**src/hdl/qpo_pkg.sv**
```systemverilog
`timescale 1ns / 1ps
// package for the quota patch-to-owner assigner
// types, widths, codes and enums used by every file of the block but qpo_ram; no dependencies

package qpo_pkg;

   localparam int MAX_PROCS  = 256;
   localparam int PROC_AW    = $clog2(MAX_PROCS);
   localparam int PROC_CNT_W = $clog2(MAX_PROCS + 1);

   localparam int CELL_W     = 16;
   localparam int GRID_W     = 9;
   localparam int PTOT_W     = 9;
   localparam int PATCH_W    = 16;
   localparam int COORD_W    = 16;
   localparam int STOP_W     = 17;
   localparam int OWNER_W    = 8;
   localparam int SHARE_W    = 9;
   localparam int CNT_W      = 16;

   localparam int CSR_IDX_W  = 3;
   localparam int CSR_DATA_W = 16;

   localparam int QUOT_W     = 17;
   localparam int SPAN_W     = QUOT_W + 1;
   localparam int MUL_W      = 18;
   localparam int PROD_W     = 2 * MUL_W;
   localparam int ADDR_W     = PROD_W + 1;
   localparam int DIV_CNT_W  = $clog2(QUOT_W + 1);

   localparam logic [SHARE_W-1:0] SHARE_MAX = '1;
   localparam logic [CNT_W-1:0]   CNT_MAX   = '1;

   typedef enum logic [CSR_IDX_W-1:0] {
      CSR_CELL_X      = 3'd0,
      CSR_CELL_Y      = 3'd1,
      CSR_CELL_Z      = 3'd2,
      CSR_GRID_WIDTH  = 3'd3,
      CSR_GRID_HEIGHT = 3'd4,
      CSR_PROC_TOTAL  = 3'd5,
      CSR_PATCH_TOTAL = 3'd6
   } csr_index_type;

   typedef enum logic [3:0] {
      S_IDLE,
      S_DIV_GO,
      S_DIV_WAIT,
      S_MUL,
      S_PREP,
      S_WZ,
      S_WY,
      S_WX,
      S_UPD_RD,
      S_UPD_WR,
      S_DONE
   } ctl_state_type;

   typedef enum logic [3:0] {
      OP_NONE,
      OP_LOAD,
      OP_DIV_START,
      OP_DIV_WAIT,
      OP_MUL,
      OP_PREP_STEP,
      OP_WALK_INIT,
      OP_Z_ENTER,
      OP_Z_NEXT,
      OP_Y_ENTER,
      OP_Y_NEXT,
      OP_X_NEXT,
      OP_HIT,
      OP_MISS,
      OP_UPD_WR,
      OP_EMIT
   } dp_op_type;

   typedef enum logic [2:0] {
      DIV_XLO,
      DIV_XHI,
      DIV_YLO,
      DIV_YHI,
      DIV_ZLO,
      DIV_ZHI,
      DIV_QUOTA,
      DIV_GAP
   } div_sel_type;

   typedef enum logic [2:0] {
      MUL_PLANE,
      MUL_ZBASE,
      MUL_YBASE,
      MUL_SHARE_XY,
      MUL_SHARE_Z,
      MUL_LIMIT
   } mul_sel_type;

   typedef struct packed {
      dp_op_type   op;
      div_sel_type div_sel;
      mul_sel_type mul_sel;
   } dp_cmd_type;

   typedef struct packed {
      logic div_done;
      logic prep_done;
      logic z_stop;
      logic y_stop;
      logic x_hit;
      logic x_end;
      logic rsp_free;
   } dp_status_type;

endpackage

```
**src/hdl/qpo_controller.sv**
```systemverilog
`timescale 1ns / 1ps
// controller state machine sequencing divides, multiplies, quota pass and cell walk
// depends on qpo_pkg

module qpo_controller import qpo_pkg::*; (
   input  logic          clock,
   input  logic          reset,
   input  logic          req_valid,
   output logic          req_ready,
   input  dp_status_type status,
   output dp_cmd_type    cmd
);

   ctl_state_type state_ff, state_in;
   div_sel_type   div_sel_ff, div_sel_in;
   mul_sel_type   mul_sel_ff, mul_sel_in;

   always_ff @(posedge clock) begin
      if (reset) begin
         state_ff   <= S_IDLE;
         div_sel_ff <= DIV_XLO;
         mul_sel_ff <= MUL_PLANE;
      end else begin
         state_ff   <= state_in;
         div_sel_ff <= div_sel_in;
         mul_sel_ff <= mul_sel_in;
      end
   end

   // next state
   always_comb begin
      state_in   = state_ff;
      div_sel_in = div_sel_ff;
      mul_sel_in = mul_sel_ff;
      case (state_ff)
         S_IDLE: begin
            if (req_valid) begin
               state_in   = S_DIV_GO;
               div_sel_in = DIV_XLO;
            end
         end
         S_DIV_GO: state_in = S_DIV_WAIT;
         S_DIV_WAIT: begin
            if (status.div_done) begin
               state_in = S_DIV_GO;
               case (div_sel_ff)
                  DIV_XLO:   div_sel_in = DIV_XHI;
                  DIV_XHI:   div_sel_in = DIV_YLO;
                  DIV_YLO:   div_sel_in = DIV_YHI;
                  DIV_YHI:   div_sel_in = DIV_ZLO;
                  DIV_ZLO:   div_sel_in = DIV_ZHI;
                  DIV_ZHI:   div_sel_in = DIV_QUOTA;
                  DIV_QUOTA: div_sel_in = DIV_GAP;
                  default: begin
                     state_in   = S_MUL;
                     mul_sel_in = MUL_PLANE;
                  end
               endcase
            end
         end
         S_MUL: begin
            case (mul_sel_ff)
               MUL_PLANE:    mul_sel_in = MUL_ZBASE;
               MUL_ZBASE:    mul_sel_in = MUL_YBASE;
               MUL_YBASE:    mul_sel_in = MUL_SHARE_XY;
               MUL_SHARE_XY: mul_sel_in = MUL_SHARE_Z;
               MUL_SHARE_Z:  mul_sel_in = MUL_LIMIT;
               default:      state_in   = S_PREP;
            endcase
         end
         S_PREP: begin
            if (status.prep_done) begin
               state_in = S_WZ;
            end
         end
         S_WZ: state_in = status.z_stop ? S_UPD_RD : S_WY;
         S_WY: state_in = status.y_stop ? S_WZ : S_WX;
         S_WX: begin
            if (status.x_hit) begin
               state_in = S_UPD_RD;
            end else if (status.x_end) begin
               state_in = S_WY;
            end
         end
         S_UPD_RD: state_in = S_UPD_WR;
         S_UPD_WR: state_in = S_DONE;
         S_DONE: begin
            if (status.rsp_free) begin
               state_in = S_IDLE;
            end
         end
         default: state_in = S_IDLE;
      endcase
   end

   // outputs
   always_comb begin
      req_ready   = 1'b0;
      cmd.op      = OP_NONE;
      cmd.div_sel = div_sel_ff;
      cmd.mul_sel = mul_sel_ff;
      case (state_ff)
         S_IDLE: begin
            if (!reset) begin
               req_ready = 1'b1;
               if (req_valid) begin
                  cmd.op = OP_LOAD;
               end
            end
         end
         S_DIV_GO:   cmd.op = OP_DIV_START;
         S_DIV_WAIT: cmd.op = OP_DIV_WAIT;
         S_MUL:      cmd.op = OP_MUL;
         S_PREP:     cmd.op = status.prep_done ? OP_WALK_INIT : OP_PREP_STEP;
         S_WZ:       cmd.op = status.z_stop ? OP_MISS : OP_Z_ENTER;
         S_WY:       cmd.op = status.y_stop ? OP_Z_NEXT : OP_Y_ENTER;
         S_WX: begin
            if (status.x_hit) begin
               cmd.op = OP_HIT;
            end else if (status.x_end) begin
               cmd.op = OP_Y_NEXT;
            end else begin
               cmd.op = OP_X_NEXT;
            end
         end
         S_UPD_WR: cmd.op = OP_UPD_WR;
         S_DONE: begin
            if (status.rsp_free) begin
               cmd.op = OP_EMIT;
            end
         end
         default: cmd.op = OP_NONE;
      endcase
   end

   a_ready_idle: assert property (@(posedge clock) disable iff (reset)
      req_ready |-> state_ff == S_IDLE)
      else $error("ready outside idle");
   a_accept_starts: assert property (@(posedge clock) disable iff (reset)
      (req_valid && req_ready) |=> (state_ff == S_DIV_GO && div_sel_ff == DIV_XLO))
      else $error("accepted item did not start the divides");
   a_emit_to_idle: assert property (@(posedge clock) disable iff (reset)
      cmd.op == OP_EMIT |=> state_ff == S_IDLE)
      else $error("emit did not return to idle");

endmodule

```
**config.mk**
```make
export PLATFORM = sky130hd
export DESIGN_NAME = qpo_controller
export DESIGN_NICKNAME = d
export VERILOG_FILES = /design/src/hdl/qpo_pkg.sv /design/src/hdl/qpo_controller.sv
export SDC_FILE = /design/constraint.sdc
export NUM_CORES = 1
export LEC_CHECK = 0
export ABC_AREA = 1
export BUFFER_PORTS_ARGS = -buffer_cell sky130_fd_sc_hd__buf_4
export CORE_ASPECT_RATIO = 1.1
export CORE_MARGIN = 2
export CORE_UTILIZATION = 40
export CTS_BUF_LIST = sky130_fd_sc_hd__clkbuf_16
export DETAILED_ROUTE_END_ITERATION = 16
export GPL_TIMING_DRIVEN = 0
export PLACE_DENSITY_LB_ADDON = 0.1
export SLEW_MARGIN = 40
export SYNTH_ARGS = -nofsm -noshare
export SYNTH_HDL_FRONTEND = slang
export SYNTH_SLANG_ARGS = --single-unit
export TNS_END_PERCENT = 50
```
**constraint.sdc**
```tcl
create_clock -name clock -period 1.39 [get_ports clock]
set_input_delay 0.0695 -clock clock [delete_from_list [all_inputs] [get_ports clock]]
set_output_delay 0.0695 -clock clock [all_outputs]
set_load 0.005 [all_outputs]
```
# == Word level (Yosys, flattened, before mapping) ==
# Index checks and enable logic that the tools add are counted.
# word_totals
ff_bits,10
input_bits,10
out_inout_bits,11
word_cells,72
# classes
n_eq_ne,29
muxes,30
reduce_logical,10
# ops
op,n
$pmux 4 s11,1
$mux 4,10
$pmux 4 s10,1
$pmux 3 s7,1
$eq 4x3->1 const B,4
$mux 3,5
$pmux 3 s5,1
$eq 3x2->1 const B,4
$eq 3x3->1 const B,4
$eq 4x4->1 const B,3
$ne 2x2->1 const B,6
$pmux 3 s2,2
$eq 4x2->1 const B,2
$ne 8x1->1 const B,1
$reduce_and 4->1,2
$reduce_or 7->1,1
$eq 3x1->1 const B,2
$logic_not 3->1,2
$mux 1,6
$mux 2,3
$ne 6x1->1 const B,1
$reduce_and 6->1,1
$reduce_or 5->1,1
$eq 4x1->1 const B,1
3 further kinds,4

# == Longest topological paths before layout ==
# Gate-level depths: netlist of the first run.
# logic_depth
ltp_word,5
ltp_mapped,9
mapped_depth_nobuf,9

# == Least setup slack after synthesis of the first run ==
# Ideal clock, no wire load.
# synth_path
kind,reg2reg
from,register state_ff[2]
to,register state_ff[0]
setup_time_ps,124
arrival_time_ps,1103
required_time_ps,1266
slack_ps,163
path_stages_with_launch,9
path_buffers,0
period_less_slack_ps,1227
path_cell_list,dfxtp_1 -> nor2_1 -> nand2_1 -> nor2_1 -> nor2_1 -> nand2_1 -> nand2_1 -> nand2_1 -> nor2_1
# synth_between
elab_chain_len,3
# synth_rtl
element,line_no,source
"start, declared",qpo_controller.sv:14,"ctl_state_type state_ff, state_in;"
"start signal, assigned",qpo_controller.sv:24,state_ff <= state_in;
"$eq 4x3->1, or another cell as far along",qpo_controller.sv:35,case (state_ff)
$ne 3x3->1 (no line) / $ne 2x2->1 (equally long branches),-,
$reduce_and 6->1 (no line),-,
# Parallel ways exist; a longest one is shown, timed or not.
# A chain may end at the register's enable or synchronous reset.

==> results of run 1 <==
==> what timing repair did <==
| item | in CTS | in global routing |
|---|---|---|
| setup buffers | 0 | 7 |
| gates resized for setup | 20 | 22 |
| pin swaps | 2 | 10 |
| setup endpoints to repair | 6 | 13 |
==> logic make-up after synthesis <==
logic type | share of synthesized area (%)
AND/OR/NAND/NOR | 55.5
buffers and inverters | 10.3
AO/OA/AOI/OAI | 10.3
flip-flops | 23.9
==> metal layers <==
layer | share of wire, % | up-vias | wire (µm)
li1 | - | 542 | -
met4 | 0.41 | 0 | 10
met5 | 0 | - | 0
met2 | 46 | 44 | 1100
met1 | 46 | 444 | 1110
met3 | 7.6 | 2 | 183
==> worst max-delay path, delay by kind of cell (launching register included) <==
kind | cells | cell delay, ps
AOI/OAI and AO/OA | 1 | 140
buffers and inverters | 2 | 200
DFF | 1 | 400
and+or+nand+nor | 5 | 350
==> through the flow <==
stage                     utilization (%)  setup TNS [ps]  setup WS [ps]  hold slack [ps]  total power, mW
after detailed placement             50.8            -156          -88.1              442             1.37
after CTS                            56.9           -5.19          -5.19              215             1.96
final                                63.1           -9.31          -9.31              210             2.14
after global routing                 63.1            -287          -68.0              226             2.32
after floorplan                         -               0            163              246             1.08
after global placement               50.8            -128          -69.4              436             1.37
==> layout by cell type (no fill, tap or decap) <==
cell type,count
clkbuf_1,1
o2111ai_2,1
a41oi_1,1
a21oi_1,7
nand3b_2,1
buf_4,24
nand2_8,1
nand3_2,3
nor3_1,1
nor2_2,7
nand2_1,45
dfxtp_1,6
inv_2,3
inv_1,17
a31oi_1,1
dfxtp_4,4
buf_6,1
a21oi_2,1
clkbuf_16,3
nand2_2,7
nand3_1,9
nand4_1,3
inv_6,2
o211ai_1,1
o21ai_0,3
nor2_4,6
nor2_1,23
nand2_4,1
==> where the power goes <==
group	leakage, nW	switching (mW)	internal [mW]
clock network	0.0370	0.128	0.373
registers	0.0841	0.138	0.362
logic	0.501	0.651	0.491
total	0.622	0.918	1.23
==> layout make-up <==
type,instances,area (µm²),share of cell area [%]
well taps,28,35.0,2.78
inverters,22,92.6,7.34
plain buffers,1,3.75,0.298
flip-flops and latches,10,215,17.1
repair buffers,25,191,15.2
clock buffers,3,75.1,5.95
multi-input cells,122,648,51.4
==> state kept, by name, summed over array words and instances (netlist names) <==
signal,count
div_sel_ff,3
state_ff,4
mul_sel_ff,3
==> worst paths after layout <==
kind	slack (ps)	startpoint	endpoint
setup / recovery	-9	state_ff[3]$_SDFFE_PP0P_	cmd[7]
hold / removal	210	reset	state_ff[0]$_SDFFE_PP0P_
setup reg to reg	90	state_ff[2]$_SDFFE_PP0P_	state_ff[2]$_SDFFE_PP0P_
hold reg to reg	470	div_sel_ff[2]$_SDFFE_PP0P_	div_sel_ff[2]$_SDFFE_PP0P_
==> metrics, run 1 <==
status=finished with violations; violated checks=setup timing; vias=1032; register bit count reported by yosys=10; Port Buffers=19; Final Critical Period=1400 ps; worst hold path class=in2reg; worst-path fanout max=4; CP max stage cell=dfxtp_4; Mapped Avg Cell Area=5.41 µm²; Worst Setup Start Kind=flip-flop; setup ws final=-9.31 ps; power density over the cells=1700 nW/µm²; final number of max-transition violations=0; GR Overflow Total=0; Post-synth EDFFs=0; vias in the first global route=903; Antenna Cells=0; R2R depth=9; mapped cell area=838 µm²; vias per inst=4.89; M1 GR Usage=28.6%; HPWL after detailed placement=1.78 mm; Post-synth ARST share=0%; initial core utilization=41.9%; CP Cell Sequence=inv_6 > nand2_8 > nor2_4 > nand2_1 > nand2_2 > a31oi_1 > nand3_1 > buf_4; share of Yosys cell area claimed by the top area cell type=23.9%; layout cells sized above 1=35.5%; CTS buffer count=3; DRC=0; Top Usage Layer GRT=met2; RSZ-0062 raised after global routing=true; largest cells by area after synthesis=dfxtp_1 (24%), nand2_1 (23%), nor2_1 (14%); max_cap viols=0; Die Y=52.0 µm; Worst-Margin Slew=400 ps; WP data required=1320 ps; final wirelength=2.41 mm; final period utilization=101%; Inst Count DP=202; placed standard-cell area=1020 µm²; Layout Cells excl Fill=211; filler cell count=211; antenna violations before repair=0; Cell variety after synth=20; grt met3 use=4.51%; sequential share of the synthesized area=23.9%; final instance area=1260 µm²; GR Layer Usage met2=32.0%; Hold Vio Cnt, Final=0; H-tree levels=1; CTS Buffer Depth=2; Leak=0.622 nW; Arrival @ worst endpoint=1330 ps; clock transition at the registers of the reported paths=40 ps; Area growth syn-to-layout=50.4%; largest net degree at the start of global routing=9; critical path capture point type=primary output; Max Clk Rate=0.715 GHz; CTS tree=done; Post-Route Skew=1.29 ps; first-pass GRT wire length=3.79 mm; synth cell count leaders=nand2_1 (52), nor2_1 (31), inv_1 (20), dfxtp_1 (10), nand3_1 (10); ys flop type=dfxtp_1; Antenna Nets Post-Route=0; drt first pass iters=4; Crit path largest cell delay=400 ps; syn_nets=165; core area=2000 µm²; post-synthesis instance total=155; DRT iter0 DRCs=29; Total GRT Usage=20.9%; width of the die=47.7 µm; I/O Pins=21; Clk Tree Root Cell=clkbuf_16; top-count cell post-synth=nand2_1; Ys Warns=0; clk_lat worst skew=230 ps; row cnt=17; drt wl/cell=11.4 µm; crit path kind=reg2out; Worst VDD drop=1070 µV; Hold Path Cell Cnt=2; CTS sink cnt=10; Final #Nets=195; GPL Wtd Cong=0.912; final setup fails=1; Synth area leader=dfxtp_1; hold_buf cts=0; relative slew slack=73.3%; Die Area=2480 µm²
Note: power is estimated with default switching activity, not from simulation.
==> run 2, diff against run 1 <==
Settings changed: SETUP_SLACK_MARGIN set to 0.3.
==> run 2 against run 1 <==
The run still ends with setup timing left. Global-route usage up 0.11 points. Sequential share of layout area up 0.49 points. Sequential cell count unchanged. Largest cell class unchanged. Maximum frequency down 1.6%. Sequential power down 4%. Critical path depth down 1. Die area unchanged. Register-to-register slack worse by 50 ps. Clock power about the same.
==> metrics, run 2 (same netlist as run 1, synthesis figures left out) <==
vias per inst=4.85 (-0.89%); clock transition at the registers of the reported paths=40 ps (about the same); max_cap viols=0 (unchanged); I/O Pins=21 (unchanged); GPL Wtd Cong=0.875 (-4.1%); Max Clk Rate=0.703 GHz (-1.6%); Pwr Total=2.10 mW (-1.9%); core area=2000 µm² (unchanged); relative slew slack=72.0% (-1.3 points); R2R depth=9 (unchanged); Worst VDD drop=1390 µV (+30%); CP Cell Sequence=buf_12 > nor2_4 > nand3_2 > nand2_1 > a21oi_1 > nand4_1 > buf_4; Leak=0.614 nW (-1.3%); CTS tree=done; WP data required=1320 ps (about the same); final setup fails=2 (+1); setup ws final=-32.4 ps (-23.1 ps); Die Y=52.0 µm (unchanged); row cnt=17 (unchanged); layout cells sized above 1=31.3% (-4.2 points); drt wl/cell=10.7 µm (-6.4%); worst-path fanout max=6 (+2); largest registers=state_ff (4), div_sel_ff (3), mul_sel_ff (3); Final #Nets=193 (-1.0%); met2 wire length=1.09 mm (-1.5%); Seq pwr share=23.0% (-0.3 points); most common cell after layout, fill and taps aside=nand2_1; crit path kind=reg2out; violated checks=setup timing; first-pass GRT wire length=3.66 mm (-3.5%); H-tree levels=1 (unchanged); Final Critical Period=1420 ps (+23.1 ps); final instance area=1230 µm² (-2.8%); Hold Vio Cnt, Final=0 (unchanged); Sw Pwr=877 µW (-4.4%); CTS sink cnt=10 (unchanged); Gate power share=53.2% (about the same); GR Overflow Total=0 (unchanged); Post-Route Skew=2.30 ps (+1.01 ps); Crit path largest cell delay=360 ps (-40 ps); Levels on crit path=7 (-1); Cell Int Power=1.23 mW (about the same); Port Buffers=19 (unchanged); placed standard-cell area=1060 µm² (+3.9%); Hold Path Cell Cnt=2 (unchanged); drt first pass iters=4 (unchanged); final period utilization=102% (+1.7 points); met1 wire length=1.01 mm (-9.2%); vias in the first global route=865 (-4.2%); Top Layer Used=met4; Antenna Nets Post-Route=0 (unchanged); critical path capture point type=primary output; Worst Path Buf+Inv=2 (unchanged); Worst-Margin Slew=420 ps (+19.9 ps); status=finished with violations; CP max stage cell=dfxtp_4; RSZ-0062 raised after global routing=true; switching share of power=41.7% (-1.1 points); largest net degree at the start of global routing=9 (unchanged); Clk pwr share=23.8% (+0.4 points); DRT iter0 DRCs=25 (-14%); Antenna Cells=0 (unchanged); Clk Tree Root Cell=clkbuf_16; CP delay by family, top=simple AND/OR/NAND/NOR gates; number of flip-flops in the largest register=4 (unchanged); Total GRT Usage=21.1% (+0.11 points); width of the die=47.7 µm (unchanged); HPWL after detailed placement=1.74 mm (-2.0%); worst hold path class=in2reg; met3 WL post-DR=103 µm (-44%); antenna violations before repair=0 (unchanged); initial core utilization=41.9% (unchanged); Arrival @ worst endpoint=1350 ps (+20 ps); CTS buffer count=3 (unchanged); DRC=0 (unchanged); Worst Setup Start Kind=flip-flop; commonest non-fill, non-tap cells in the layout=nand2_1 (48), nor2_1 (23), buf_4 (21); final number of max-transition violations=0 (unchanged); Die Area=2480 µm² (unchanged); CTS Buffer Depth=2 (unchanged); clk_lat worst skew=240 ps (about the same); vias=1018 (-1.4%); Area growth syn-to-layout=46.3%; power density over the cells=1710 nW/µm² (+0.86%); final wirelength=2.25 mm (-6.9%); Largest Register=state_ff
==> run 2: cell count changes in the layout (fill, tap and decap cells not counted), moves of 2 or more <==
cell,before,now
inv_1,17,19
inv_6,2,0
inv_4,0,2
buf_4,24,21
nand2_1,45,48
nand2_2,7,4
==> run 2: stage by stage <==
step / hold slack [ps] / utilization, % / setup slack, ps / instances / TNS [ps]
after floorplan: 246 / - / 281 / 155 / 0
after global placement: 429 / 52.8 / 96.5 / 202 / 0
after detailed placement: 427 / 52.8 / 115 / 202 / 0
after CTS: 215 / 59.8 / -29.7 / 208 / -51.4
after global routing: 254 / 61.3 / -106 / 210 / -457
final: 218 / 61.3 / -32.4 / 210 / -51.0
==> run 2: final timing paths <==
kind | startpoint | end | slack [ps]
worst min register to register | div_sel_ff[2]$_SDFFE_PP0P_ | div_sel_ff[2]$_SDFFE_PP0P_ | 480
worst min-delay path | reset | state_ff[0]$_SDFFE_PP0P_ | 220
worst max-delay path | state_ff[1]$_SDFFE_PP0P_ | cmd[6] | -30
worst max register to register | state_ff[1]$_SDFFE_PP0P_ | state_ff[0]$_SDFFE_PP0P_ | 40
==> run 2: metal layers <==
layer	track usage, %	up-vias
li1	-	544
met1	26.6	441
met2	34.2	28
met3	2.08	5
met4	10.8	0
met5	0	-
==> run 2: timing repair <==
| action | CTS | global route |
|---|---|---|
| endpoints found under the setup margin | 15 | 15 |
| pin swaps | 4 | 5 |
| gates resized for setup | 10 | 4 |
| cloned | 0 | 0 |
| hold buffers | 0 | 0 |
| buffers inserted | 2 | 2 |
==> run 2: power groups by stage <==
stage | sequential (mW) | combinational, mW | clock [mW]
after floorplan | 0.463 | 0.692 | 0
after global placement | 0.479 | 0.973 | 0
after detailed placement | 0.480 | 0.972 | 0
after CTS | 0.478 | 1.08 | 0.513
after global routing | 0.499 | 1.25 | 0.522
final | 0.483 | 1.12 | 0.501
==> run 2: area by class of cell <==
type,count,area (µm²)
flip-flops and latches,10,215
clock buffers,3,75.1
fillers,216,773
inverters,22,87.6
clock inverters,1,3.75
plain buffers,1,3.75
well taps,28,35.0
repair buffers,23,189
multi-input cells,122,617
